[src/rtl/core/ckte_pkg.sv]
// Shared types, key positions, codes and character tables of the chord keypad encoder.
package ckte_pkg;

  localparam int NumKeys = 10;
  localparam int CodeW   = 8;

  // Key positions in the sample word
  localparam int KeyA     = 0;
  localparam int KeyB     = 1;
  localparam int KeySel   = 2;
  localparam int KeyStart = 3;
  localparam int KeyRight = 4;
  localparam int KeyLeft  = 5;
  localparam int KeyUp    = 6;
  localparam int KeyDown  = 7;
  localparam int KeyR     = 8;
  localparam int KeyL     = 9;

  // Direction, A and B keys taken into a chord
  localparam logic [7:0] ChordKeys = 8'hF3;

  // Emitted control codes
  localparam logic [CodeW-1:0] CodeTab   = 8'd9;
  localparam logic [CodeW-1:0] CodeEsc   = 8'd27;
  localparam logic [CodeW-1:0] CodeBs    = 8'd8;
  localparam logic [CodeW-1:0] CodeSpace = 8'd32;
  localparam logic [CodeW-1:0] CodeNl    = 8'd10;

  // Group codes
  localparam logic [2:0] GrpNone = 3'd0;
  localparam logic [2:0] GrpR    = 3'd1;
  localparam logic [2:0] GrpL    = 3'd2;
  localparam logic [2:0] GrpBoth = 3'd3;
  localparam logic [2:0] GrpAlt  = 3'd4;

  // Raw event report order: L, R, Select, Start, Up, Down, Right, Left, A, B
  localparam logic [3:0] RawOrder [NumKeys] = '{
    4'd9, 4'd8, 4'd2, 4'd3, 4'd6, 4'd7, 4'd4, 4'd5, 4'd0, 4'd1
  };

  // Character rows; the special entries are already mapped (newline, backspace)
  localparam logic [7:0] Row0 [NumKeys] = '{
    "r", "t", "y", "f", "h", "v", "b", "n", "g", " "
  };
  localparam logic [7:0] Row1 [NumKeys] = '{
    "u", "i", "o", "j", "l", "m", ",", ".", "k", "p"
  };
  localparam logic [7:0] Row2 [NumKeys] = '{
    "q", "w", "e", "a", "d", "z", "x", "c", "s", 8'h5C
  };
  localparam logic [7:0] Row3 [NumKeys] = '{
    "p", 8'd8, 8'd8, ";", "#", ",", ".", " ", 8'h27, 8'd10
  };
  localparam logic [7:0] Row4 [NumKeys] = '{
    "7", "8", "9", "4", "6", "1", "2", "3", "5", "0"
  };

  // One frame's worth of results: a slot per possible code plus status
  typedef struct packed {
    logic [NumKeys-1:0]            pending;
    logic [NumKeys-1:0][CodeW-1:0] codes;
    logic [2:0]                    group;
    logic                          show;
    logic                          rst_req;
  } frame_t;

  // Chord to table position; bit 4 marks a recognized chord
  function automatic logic [4:0] chord_pos(input logic [7:0] c);
    logic [4:0] r;
    r = 5'd0;
    unique case (c)
      8'h60:   r = {1'b1, 4'd0};
      8'h40:   r = {1'b1, 4'd1};
      8'h50:   r = {1'b1, 4'd2};
      8'h20:   r = {1'b1, 4'd3};
      8'h10:   r = {1'b1, 4'd4};
      8'hA0:   r = {1'b1, 4'd5};
      8'h80:   r = {1'b1, 4'd6};
      8'h90:   r = {1'b1, 4'd7};
      8'h01:   r = {1'b1, 4'd8};
      8'h02:   r = {1'b1, 4'd9};
      default: r = 5'd0;
    endcase
    return r;
  endfunction

  // Character of a group at a chord position
  function automatic logic [7:0] group_char(input logic [2:0] g, input logic [3:0] p);
    logic [7:0] c;
    c = 8'd0;
    if (p < 4'(NumKeys)) begin
      unique case (g)
        3'd0:    c = Row0[p];
        3'd1:    c = Row1[p];
        3'd2:    c = Row2[p];
        3'd3:    c = Row3[p];
        3'd4:    c = Row4[p];
        default: c = 8'd0;
      endcase
    end
    return c;
  endfunction

endpackage

[src/rtl/core/ckte_frame.sv]
// Per-frame decode: key edges, group choice, chord tracking and the frame's code slots.
module ckte_frame (
  input  logic                  clk,
  input  logic                  rst,
  input  logic                  load,
  input  logic                  raw_mode,
  input  logic [9:0]            key_lines,
  output ckte_pkg::frame_t      rec
);

  logic [9:0] previous_keys;
  logic [2:0] group_sel;
  logic [7:0] chord_mask;
  logic       show_on;

  logic [9:0] keys;
  logic [9:0] rise;
  logic [9:0] chg;
  logic [2:0] group_next;
  logic       show_next;
  logic [7:0] chord_next;
  logic [7:0] ck;
  logic [4:0] cpos;
  logic       hold_r;
  logic       hold_l;

  assign keys   = ~key_lines;
  assign rise   = keys & ~previous_keys;
  assign chg    = keys ^ previous_keys;
  assign hold_r = keys[ckte_pkg::KeyR];
  assign hold_l = keys[ckte_pkg::KeyL];
  assign ck     = keys[7:0] & ckte_pkg::ChordKeys;
  assign cpos   = ckte_pkg::chord_pos(chord_mask);

  // Shoulder group; both shoulders flip to the alternate group from L or alternate
  always_comb begin
    group_next = {1'b0, hold_l, hold_r};
    if (group_next == ckte_pkg::GrpBoth &&
        (group_sel == ckte_pkg::GrpL || group_sel == ckte_pkg::GrpAlt)) begin
      group_next = ckte_pkg::GrpAlt;
    end
  end

  // Select toggles the overlay when no shoulder is held
  assign show_next = show_on ^ (rise[ckte_pkg::KeySel] & ~hold_r & ~hold_l);

  // Chord grows while any chord key is held, clears on full release
  assign chord_next = (ck != 8'd0) ? (chord_mask | ck) : 8'd0;

  // Code slots for this frame
  always_comb begin
    rec.pending = '0;
    rec.codes   = '0;
    rec.rst_req = keys[ckte_pkg::KeySel] & keys[ckte_pkg::KeyStart];
    if (raw_mode) begin
      rec.group = group_sel;
      rec.show  = show_on;
      for (int k = 0; k < ckte_pkg::NumKeys; k++) begin
        rec.pending[k] = chg[ckte_pkg::RawOrder[k]];
        rec.codes[k]   = {~keys[ckte_pkg::RawOrder[k]], 3'b000, ckte_pkg::RawOrder[k]};
      end
    end else begin
      rec.group = group_next;
      rec.show  = show_next;
      // Select: Tab or Esc
      rec.pending[0] = rise[ckte_pkg::KeySel] & (hold_r | hold_l);
      rec.codes[0]   = hold_r ? ckte_pkg::CodeTab : ckte_pkg::CodeEsc;
      // Start: backspace, space or newline
      rec.pending[1] = rise[ckte_pkg::KeyStart];
      rec.codes[1]   = hold_r ? ckte_pkg::CodeBs :
                       hold_l ? ckte_pkg::CodeSpace : ckte_pkg::CodeNl;
      // Chord character on release
      rec.pending[2] = (ck == 8'd0) & cpos[4];
      rec.codes[2]   = ckte_pkg::group_char(group_next, cpos[3:0]);
    end
  end

  // Key history and chord state
  always_ff @(posedge clk) begin
    if (rst) begin
      previous_keys <= '0;
      group_sel     <= '0;
      chord_mask    <= '0;
      show_on       <= 1'b0;
    end else if (load) begin
      previous_keys <= keys;
      if (!raw_mode) begin
        group_sel  <= group_next;
        chord_mask <= chord_next;
        show_on    <= show_next;
      end
    end
  end

endmodule

[src/rtl/core/ckte_drain.sv]
// Result register: holds one frame's code slots; one beat per cycle unless stalled.
module ckte_drain (
  input  logic             clk,
  input  logic             rst,
  input  logic             load,
  input  ckte_pkg::frame_t rec_in,
  output logic             can_load,
  output logic             out_valid,
  input  logic             out_stall,
  output logic             has_char,
  output logic [7:0]       char_code,
  output logic             last_of_frame,
  output logic [2:0]       group_now,
  output logic             show_flag,
  output logic             reset_request
);

  logic             full;
  ckte_pkg::frame_t rec;

  logic [ckte_pkg::NumKeys-1:0] pick;
  logic [ckte_pkg::NumKeys-1:0] rest;
  logic [7:0]                   code_sel;
  logic                         fire;

  // Lowest pending slot goes out first
  assign pick = rec.pending & (~rec.pending + 10'd1);
  assign rest = rec.pending & ~pick;

  always_comb begin
    code_sel = 8'd0;
    for (int k = 0; k < ckte_pkg::NumKeys; k++) begin
      code_sel = code_sel | (rec.codes[k] & {8{pick[k]}});
    end
  end

  assign out_valid     = full;
  assign has_char      = (rec.pending != '0);
  assign char_code     = code_sel;
  assign last_of_frame = (rest == '0);
  assign group_now     = rec.group;
  assign show_flag     = rec.show;
  assign reset_request = rec.rst_req;

  assign fire     = full & ~out_stall;
  assign can_load = ~full | (fire & last_of_frame);

  // Occupancy
  always_ff @(posedge clk) begin
    if (rst) begin
      full <= 1'b0;
    end else if (load) begin
      full <= 1'b1;
    end else if (fire && last_of_frame) begin
      full <= 1'b0;
    end
  end

  // Frame record; a delivered slot is retired
  always_ff @(posedge clk) begin
    if (load) begin
      rec <= rec_in;
    end else if (fire) begin
      rec.pending <= rest;
    end
  end

endmodule

[src/rtl/core/chord_keypad_text_encoder_core.sv]
// Top level of the chord keypad text encoder: config register, frame decode and result drain.
// One key sample beat is taken per frame and decoded in the same cycle into a result
// register holding every code the frame produces. Results then leave one beat per
// cycle while out_stall is low: a frame with n codes (up to three in chord mode, up to ten
// in raw mode) yields n beats, and a frame with no code yields one status-only beat with
// has_char low. A new sample is taken in the cycle the last beat of the previous frame is
// taken, as the single result register and its one-code-per-beat output allow no overlap.
// last_of_frame marks the final beat of each frame.
module chord_keypad_text_encoder_core (
  input  logic       clk,
  input  logic       rst,
  input  logic       cfg_wr_en,
  input  logic       cfg_wr_data,
  input  logic       in_valid,
  output logic       in_stall,
  input  logic [9:0] key_lines,
  output logic       out_valid,
  input  logic       out_stall,
  output logic       has_char,
  output logic [7:0] char_code,
  output logic       last_of_frame,
  output logic [2:0] group_now,
  output logic       show_flag,
  output logic       reset_request
);

  logic             raw_mode;
  logic             can_load;
  logic             load;
  ckte_pkg::frame_t rec;

  // Mode register
  always_ff @(posedge clk) begin
    if (rst) begin
      raw_mode <= 1'b0;
    end else if (cfg_wr_en) begin
      raw_mode <= cfg_wr_data;
    end
  end

  assign in_stall = ~can_load;
  assign load     = in_valid & can_load;

  ckte_frame u_frame (
    .clk       (clk),
    .rst       (rst),
    .load      (load),
    .raw_mode  (raw_mode),
    .key_lines (key_lines),
    .rec       (rec)
  );

  ckte_drain u_drain (
    .clk           (clk),
    .rst           (rst),
    .load          (load),
    .rec_in        (rec),
    .can_load      (can_load),
    .out_valid     (out_valid),
    .out_stall     (out_stall),
    .has_char      (has_char),
    .char_code     (char_code),
    .last_of_frame (last_of_frame),
    .group_now     (group_now),
    .show_flag     (show_flag),
    .reset_request (reset_request)
  );

`ifndef SYNTHESIS
  // An accepted sample always has a result beat waiting next cycle
  a_load_gives_result: assert property (@(posedge clk) disable iff (rst)
    (in_valid && !in_stall) |=> out_valid)
    else $error("accepted sample left no result");

  // Only the final beat of a frame may be status-only
  a_inner_beats_carry_code: assert property (@(posedge clk) disable iff (rst)
    (out_valid && !last_of_frame) |-> has_char)
    else $error("non-final beat without a code");

  // Input is held back only while a result is pending
  a_stall_needs_result: assert property (@(posedge clk) disable iff (rst)
    in_stall |-> out_valid)
    else $error("input stalled with empty result register");

  // Group stays within its five codes
  a_group_range: assert property (@(posedge clk) disable iff (rst)
    out_valid |-> (group_now <= ckte_pkg::GrpAlt))
    else $error("group out of range");
`endif

endmodule
[config.mk]
export PLATFORM = sky130hd
export DESIGN_NAME = chord_keypad_text_encoder_core
export DESIGN_NICKNAME = d
export VERILOG_FILES = /design/src/rtl/core/ckte_pkg.sv /design/src/rtl/core/ckte_frame.sv /design/src/rtl/core/ckte_drain.sv /design/src/rtl/core/chord_keypad_text_encoder_core.sv
export SDC_FILE = /design/constraint.sdc
export NUM_CORES = 1
export LEC_CHECK = 0
export BUFFER_PORTS_ARGS = -buffer_cell sky130_fd_sc_hd__buf_2
export CAP_MARGIN = 30
export CELL_PAD_IN_SITES_DETAIL_PLACEMENT = 1
export CELL_PAD_IN_SITES_GLOBAL_PLACEMENT = 2
export CORE_MARGIN = 2
export CORE_UTILIZATION = 37
export DETAILED_ROUTE_END_ITERATION = 8
export PLACE_DENSITY_LB_ADDON = 0.1
export RECOVER_POWER = 25
export SYNTH_ARGS = -nofsm -noshare
export SYNTH_HDL_FRONTEND = slang
export SYNTH_SLANG_ARGS = --single-unit
export TNS_END_PERCENT = 30
[constraint.sdc]
create_clock -name clk -period 3.2 [get_ports clk]
set_input_delay 0.32 -clock clk [delete_from_list [all_inputs] [get_ports clk]]
set_output_delay 0.32 -clock clk [all_outputs]
set_load 0.005 [all_outputs]
==> key figures, run 1 <==
Status
  – Status: completed

STA
  – Setup violators final: 0
  – Tightest Pin Transition: 1.286 ns
  – RSZ-0062 raised after global routing: false
  – Fin crit share: 90.49%
  – Max_slew headroom: 14.26%
  – Final hold violations: 0
  – Setup_tns: 0 ns
  – Final worst clock skew: 0.01009 ns
  – Fin. max-slew vios: 0
  – Fmax: 345.3 MHz
  – Minimum clock period: 2.896 ns

Global routing
  – Grt total ovfl: 0
  – First-pass GRT wire length: 17.07 mm
  – Antenna violations before repair: 0
  – Vias in the first global route: 3068
  – Largest net degree at the start of global routing: 32
  – Overall Global Routing Usage: 21.34%

Floorplanning
  – Chip height: 102.5 µm
  – # IOs: 33
  – Core ar.: 9328 µm²
  – Initial core utilization: 38.51%
  – Row count: 35
  – Die area: 10510 µm²
  – Chip width: 102.5 µm

Placement
  – Placed inst area: 3856 µm²
  – Post-DP HPWL: 7.564 mm
  – Input/output buffers: 32
  – Global placement routability congestion: 0.8242

Critical path
  – RR Startpoint: u_frame.chord_mask[4]
  – Req. time, crit path: 3.27 ns
  – CP Launch Type: flip-flop
  – Top delay family on crit path: compound AO/OA/AOI/OAI gates
  – Crit-path cells: nor2_1, a221o_1, o211ai_1, inv_1, ha_1, mux2_2, o31ai_1, o32a_1, o221ai_1
  – Max incr delay on CP: 0.59 ns
  – Worst r2r dst: u_drain.rec[22]
  – Crit Path Max Fanout: 13
  – CP max stage cell: dfxtp_1
  – Critical path endpoint: u_drain.rec[22]
  – CP Buf/Inv Count: 1
  – Crit path from: u_frame.chord_mask[4]
  – Worst Setup End Kind: flip-flop
  – R2r setup slk: 0.30 ns
  – Critical Path Stages: 9
  – Arr. time, crit path: 2.96 ns
  – CP Class: reg -> reg
  – Reg2reg path depth: 9

Pwr
  – Internal power: 0.001518 W
  – Max VDD drop: 0.2805 mV
  – Net Sw Power: 0.0008706 W
  – Sw frac: 36.45%
  – Clock power frac: 23.9%
  – Seq pwr share: 44.7%
  – Power Total: 0.002388 W
  – Pleak: 1.531 nW
  – Comb pwr share: 31.3%
  – Pwr Density: 596.3 nW/µm²

Clock network
  – CTS Buffer Depth: 2
  – CTS Root Cell: clkbuf_8
  – CTS resizes: 0
  – Post-CTS Hold Fix Bufs: 0
  – TritonCTS Buffers: 9
  – Postcts setup bufs: 0
  – CTS tree: yes
  – Clk_lat worst skew: 0.33 ns
  – Htree depth: 3
  – Reg clk slew, reported paths: 0.07 ns
  – # clock sinks: 59

Yosys
  – Ys Warns: 0
  – Most frequent cell after synthesis: nor2_1
  – Synth Area in Compound Gates: 23.96%
  – Post-synthesis mux area share: 0.9056%
  – Mapped cell area: 3592 µm²
  – Largest area contributor in the netlist: edfxtp_1
  – Dominant synthesized flop cell: edfxtp_1
  – Netlist cell types: 63
  – Post-synth ARST share: 0%
  – Synth Area in Adders: 3.135%
  – Area share of and/or/nand/nor cells after synthesis: 18.95%
  – Post-Synthesis Net Count: 430
  – Seq/Total Area, Yosys: 43.19%
  – Area contributors post-synth: edfxtp_1 31%, dfxtp_1 12%, nor2_1 5.9%
  – Syn Inst Count: 405
  – Yosys reg bits: 59
  – Synth Area per Inst: 8.870 µm²
  – Main combinational cell family by area after synthesis: compound AO/OA/AOI/OAI gates
  – Post-synth EDFFs: 37
  – Synth Area in XOR/XNOR: 3.170%
  – Synth cell count leaders: 56 x nor2_1, 37 x edfxtp_1, 27 x nand2_1
  – Top-area cell type share of the netlist area: 30.93%

Final layout
  – Number of fill cells: 1128
  – Layout area overhead: 11.49%
  – Nets: 449
  – Layout Cell Area excl Fill: 4005 µm²
  – Ant diodes: 0
  – Share of cells above drive strength 1: 14.69%

Drt
  – ANT nets after route: 0
  – # DRC: 0
  – DRT iter0 DRCs: 112
  – Via-to-Cell Ratio: 5.595
  – Iteration count of the initial detailed-routing pass: 4
  – Routed WL per cell: 18.91 µm
  – Vias post-DR: 3122
  – Final WL: 10.55 mm

Run
  – MaxCap Viol Count: 0

Min path
  – Worst hold path type: in -> reg
layer usage:
metal	up-vias	part of all wire, %	GRT usage [%]	wire (µm)
met2	55	45	32.38	4799
met4	0	1.8	7.077	195
li1	1515	-	-	-
met3	15	2.4	3.593	254
met1	1537	50	30.95	5305
met5	-	0	0	0
cell type report:
type | count | area [µm²] | area share [%]
timing repair buffer | 42 | 255.2 | 6.373
clock buffer | 12 | 135.1 | 3.374
multi-input combinational | 290 | 1800 | 44.95
tap | 129 | 161.4 | 4.030
sequential | 59 | 1551 | 38.74
inverter | 22 | 82.58 | 2.062
clock inverter | 4 | 18.77 | 0.4686
per-stage QoR:
| stage | hold WS (ns) | cells | setup WS (ns) | utilization [%] |
|---|---|---|---|---|
| 2_1_floorplan | 0.4156 | 405 | 0.3902 | - |
| 4_1_cts | 0.2204 | 558 | 0.3066 | 42.99 |
| 6_report | 0.2318 | 558 | 0.3043 | 42.94 |
| 5_1_grt | 0.2262 | 558 | 0.05934 | 42.94 |
| 3_5_place_dp | 0.4918 | 542 | 0.3262 | 41.34 |
| 3_3_place_gp | 0.4875 | 542 | 0.4551 | 41.34 |
kinds of logic after synthesis:
kind of cell | Yosys count
buf+inv | 56
xor+xnor | 13
fa+ha+maj | 9
mux | 3
flops | 59
compound gates | 122
simple gates | 143
registers in the layout, indices dropped and copies added (netlist names):
register,count
u_drain.rec,32
u_drain.reset_request,1
u_drain.show_flag,1
u_frame.previous_keys,10
u_frame.show_on,1
u_frame.chord_mask,6
raw_mode,1
u_drain.group_now,3
u_frame.group_sel,3
u_drain.out_valid,1
power groups by stage:
stage	Combinational, W	Sequential, W	Clock [W]
after floorplan	0.000560	0.00100	0
after global placement	0.000735	0.00108	0
after detailed placement	0.000745	0.00108	0
after CTS	0.000751	0.00107	0.000582
after global routing	0.000835	0.00109	0.000621
final	0.000749	0.00107	0.000572
worst min path at each step:
stage | slack (ns) | endpoint | from | depth (start not counted)
after floorplan | 0.42 | u_frame.previous_keys[2] | key_lines[2] | 1
after global placement | 0.49 | u_frame.group_sel[0] | u_frame.group_sel[0] | 2
after detailed placement | 0.49 | u_frame.group_sel[0] | u_frame.group_sel[0] | 2
after CTS | 0.22 | u_frame.previous_keys[2] | key_lines[2] | 2
after global routing | 0.23 | u_frame.previous_keys[3] | key_lines[3] | 2
final | 0.23 | u_frame.previous_keys[3] | key_lines[3] | 2
worst register-to-register path, cell delays in order, from the launching register on:
cell	delay (ns)
dfxtp_1	0.59
nor2_1	0.14
a221o_1	0.36
o211ai_1	0.24
inv_1	0.17
ha_1	0.37
mux2_2	0.28
o31ai_1	0.19
o32a_1	0.18
o221ai_1	0.12
cell usage in the layout, fill, tap and decap left out, drive strengths merged, types with 4 or more instances in the layout:
master	count
nand3	16
xnor2	4
and2	7
nor2	56
a211oi	15
o211ai	5
ha	9
a211o	4
buf	40
nor3	13
o31ai	10
clkbuf	14
dfxtp	22
nor4	5
a21oi	20
o21a	9
a22oi	4
xor2	9
edfxtp	37
inv	21
nand3b	4
o21ai	26
clkinv	5
nand2	27
Power figures use the tool's default switching activity.
==> run 2, diff against run 1 <==
Settings changed: CELL_PAD_IN_SITES_DETAIL_PLACEMENT 1 to not set, CELL_PAD_IN_SITES_GLOBAL_PLACEMENT 2 to not set, CORE_UTILIZATION 37 to 55.
==> key figures, run 2 (same netlist as run 1, synthesis figures left out) <==
Floorplanning
  – Die area: 7194 µm² (-32%)
  – Core ar.: 6350 µm² (-32%)
  – Row count: 29 (-17%)
  – Chip width: 84.82 µm (-17%)
  – # IOs: 33 (unchanged)
  – Initial core utilization: 56.57% (+18 points)
  – Chip height: 84.82 µm (-17%)

Drt
  – Iteration count of the initial detailed-routing pass: 5 (+1)
  – DRT iter0 DRCs: 289 (+160%)
  – Via-to-Cell Ratio: 6.000 (+7.2%)
  – ANT nets after route: 0 (unchanged)
  – Routed WL per cell: 17.11 µm (-9.5%)
  – Final WL: 8.660 mm (-18%)
  – # DRC: 0 (unchanged)
  – Vias post-DR: 3036 (-2.8%)

Critical path
  – Worst Setup End Kind: flip-flop
  – CP max stage cell: o41ai_1
  – Req. time, crit path: 3.42 ns (+0.15 ns)
  – Max incr delay on CP: 0.56 ns (-0.03 ns)
  – Arr. time, crit path: 3.16 ns (+0.20 ns)
  – CP Launch Type: flip-flop
  – RR Startpoint: u_drain.rec[88]
  – Crit-path cells: nor4_2, nand2_1, o41ai_1, o211ai_4, inv_2, buf_12, a31oi_1, o21a_1
  – Crit path from: u_drain.rec[88]
  – CP Class: reg -> reg
  – CP Buf/Inv Count: 2 (+1)
  – Crit Path Max Fanout: 33 (+20)
  – Top delay family on crit path: compound AO/OA/AOI/OAI gates

Final layout
  – Share of cells above drive strength 1: 15.15% (+0.47 points)
  – Biggest register: u_drain.rec
  – Layout area overhead: 9.927%
  – Nets: 449 (unchanged)
  – Most common cell after layout, fill and taps aside: nor2_1
  – Top flop regs: u_drain.rec (32), u_frame.previous_keys (10), u_frame.chord_mask (6)
  – Most frequent cells in the layout: 56 x nor2_1, 37 x edfxtp_1, 29 x buf_2, 27 x nand2_1, 25 x o21ai_0
  – Max FFs per register: 32 (unchanged)
  – Ant diodes: 0 (unchanged)

Clock network
  – # clock sinks: 59 (unchanged)
  – Reg clk slew, reported paths: 0.07 ns (about the same)
  – CTS Root Cell: clkbuf_8
  – CTS Buffer Depth: 2 (unchanged)
  – Clk_lat worst skew: 0.34 ns (about the same)
  – CTS tree: yes
  – Htree depth: 3 (unchanged)
  – TritonCTS Buffers: 9 (unchanged)

STA
  – Tightest Pin Transition: 0.9539 ns (-0.3323 ns)
  – Fmax: 339.5 MHz (-1.7%)
  – Fin. max-slew vios: 0 (unchanged)
  – Setup_tns: 0 ns (unchanged)
  – Final worst clock skew: 0.01333 ns (+0.003240 ns)
  – Setup violators final: 0 (unchanged)
  – Final hold slack: 0.2222 ns (-0.009652 ns)
  – Final hold violations: 0 (unchanged)
  – Minimum clock period: 2.946 ns (+0.04994 ns)
  – Fin crit share: 92.05% (+1.6 points)
  – Max_slew headroom: 36.41% (+22 points)
  – RSZ-0062 raised after global routing: false
  – Worst setup margin: 0.2544 ns (-0.04994 ns)

Min path
  – Hold path startpoint: key_lines[3]
  – Worst hold path type: in -> reg

Pwr
  – Pwr Density: 599.0 nW/µm² (+0.45%)
  – Max VDD drop: 0.2983 mV (+6.4%)
  – Pleak: 1.531 nW (about the same)

Global routing
  – First-pass GRT wire length: 14.13 mm (-17%)
  – Largest net degree at the start of global routing: 34 (+6.3%)
  – Antenna violations before repair: 0 (unchanged)
  – Overall Global Routing Usage: 24.79% (+3.5 points)
  – Vias in the first global route: 2771 (-9.7%)
  – Grt total ovfl: 0 (unchanged)

Run
  – MaxCap Viol Count: 0 (unchanged)

Placement
  – Post-DP HPWL: 6.210 mm (-18%)
  – Global placement routability congestion: 0.9096 (+10%)
  – Input/output buffers: 32 (unchanged)
  – Pre-CTS WS: 0.2803 ns (-0.04583 ns)

Status
  – Status: completed
run 2: cell count changes in the layout (fill, tap and decap cells not counted):
cell,before,now
and2_1,4,2
ha_1,9,8
and2_0,3,5
buf_12,2,1
dfxtp_2,0,1
buf_4,7,8
clkinv_1,2,1
dfxtp_1,22,21
buf_2,31,29
clkbuf_8,9,11
ha_2,0,1
clkbuf_1,5,6
run 2: cell type report:
cell class | instances | area, µm²
fillers | 559 | 2401
repair buffers | 42 | 240.2
clock buffers | 13 | 158.9
well taps | 77 | 96.34
flip-flops and latches | 59 | 1553
multi-input cells | 290 | 1803
clock inverters | 3 | 15.01
inverters | 22 | 82.58
run 2: path summary, 6_finish.rpt:
check / depth (start not counted) / endpoint / slack, ns
hold reg to reg: 2 / u_frame.previous_keys[3] / 0.51
hold / removal: 2 / u_frame.previous_keys[3] / 0.22
setup reg to reg: 8 / u_frame.chord_mask[4] / 0.25
setup / recovery: 8 / u_frame.chord_mask[4] / 0.25
run 2: per-layer routing:
layer / GRT usage, % / share of wire, %
met5: 0 / 0
met4: 7.215 / 0.85
met3: 4.572 / 4.3
met2: 37.37 / 46
met1: 36.74 / 48
run 2: worst register-to-register path, delay by kind of cell, from the launching register on:
family                 cells  cell delay (ns)
AO/OA/AOI/OAI              4             1.22
buffers and inverters      2             0.42
AND/OR/NAND/NOR            2             0.68
flip-flops                 1             0.52
run 2: what timing repair did:
item                                    in CTS  in global routing
endpoints found under the setup margin       0                  1
hold endpoints to repair                     0                  0
resized for setup                            0                  2
setup buffers                                0                  0
hold buffers                                 0                  0
run 2: metrics by stage:
| stage | util, % | cell area, µm² | power, W | cells |
|---|---|---|---|---|
| 2_1_floorplan | - | 3592 | 0.001563 | 405 |
| 3_3_place_gp | 59.51 | 3779 | 0.001764 | 490 |
| 3_5_place_dp | 59.51 | 3779 | 0.001772 | 490 |
| 4_1_cts | 62.25 | 3953 | 0.002370 | 506 |
| 5_1_grt | 62.19 | 3949 | 0.002507 | 506 |
| 6_report | 62.19 | 3949 | 0.002365 | 506 |
run 2: power breakdown:
group	leakage, nW	internal (W)	switching (W)
sequential	0.539	0.000942	0.000114
clock	0.0932	0.000320	0.000281
combinational	0.899	0.000289	0.000419
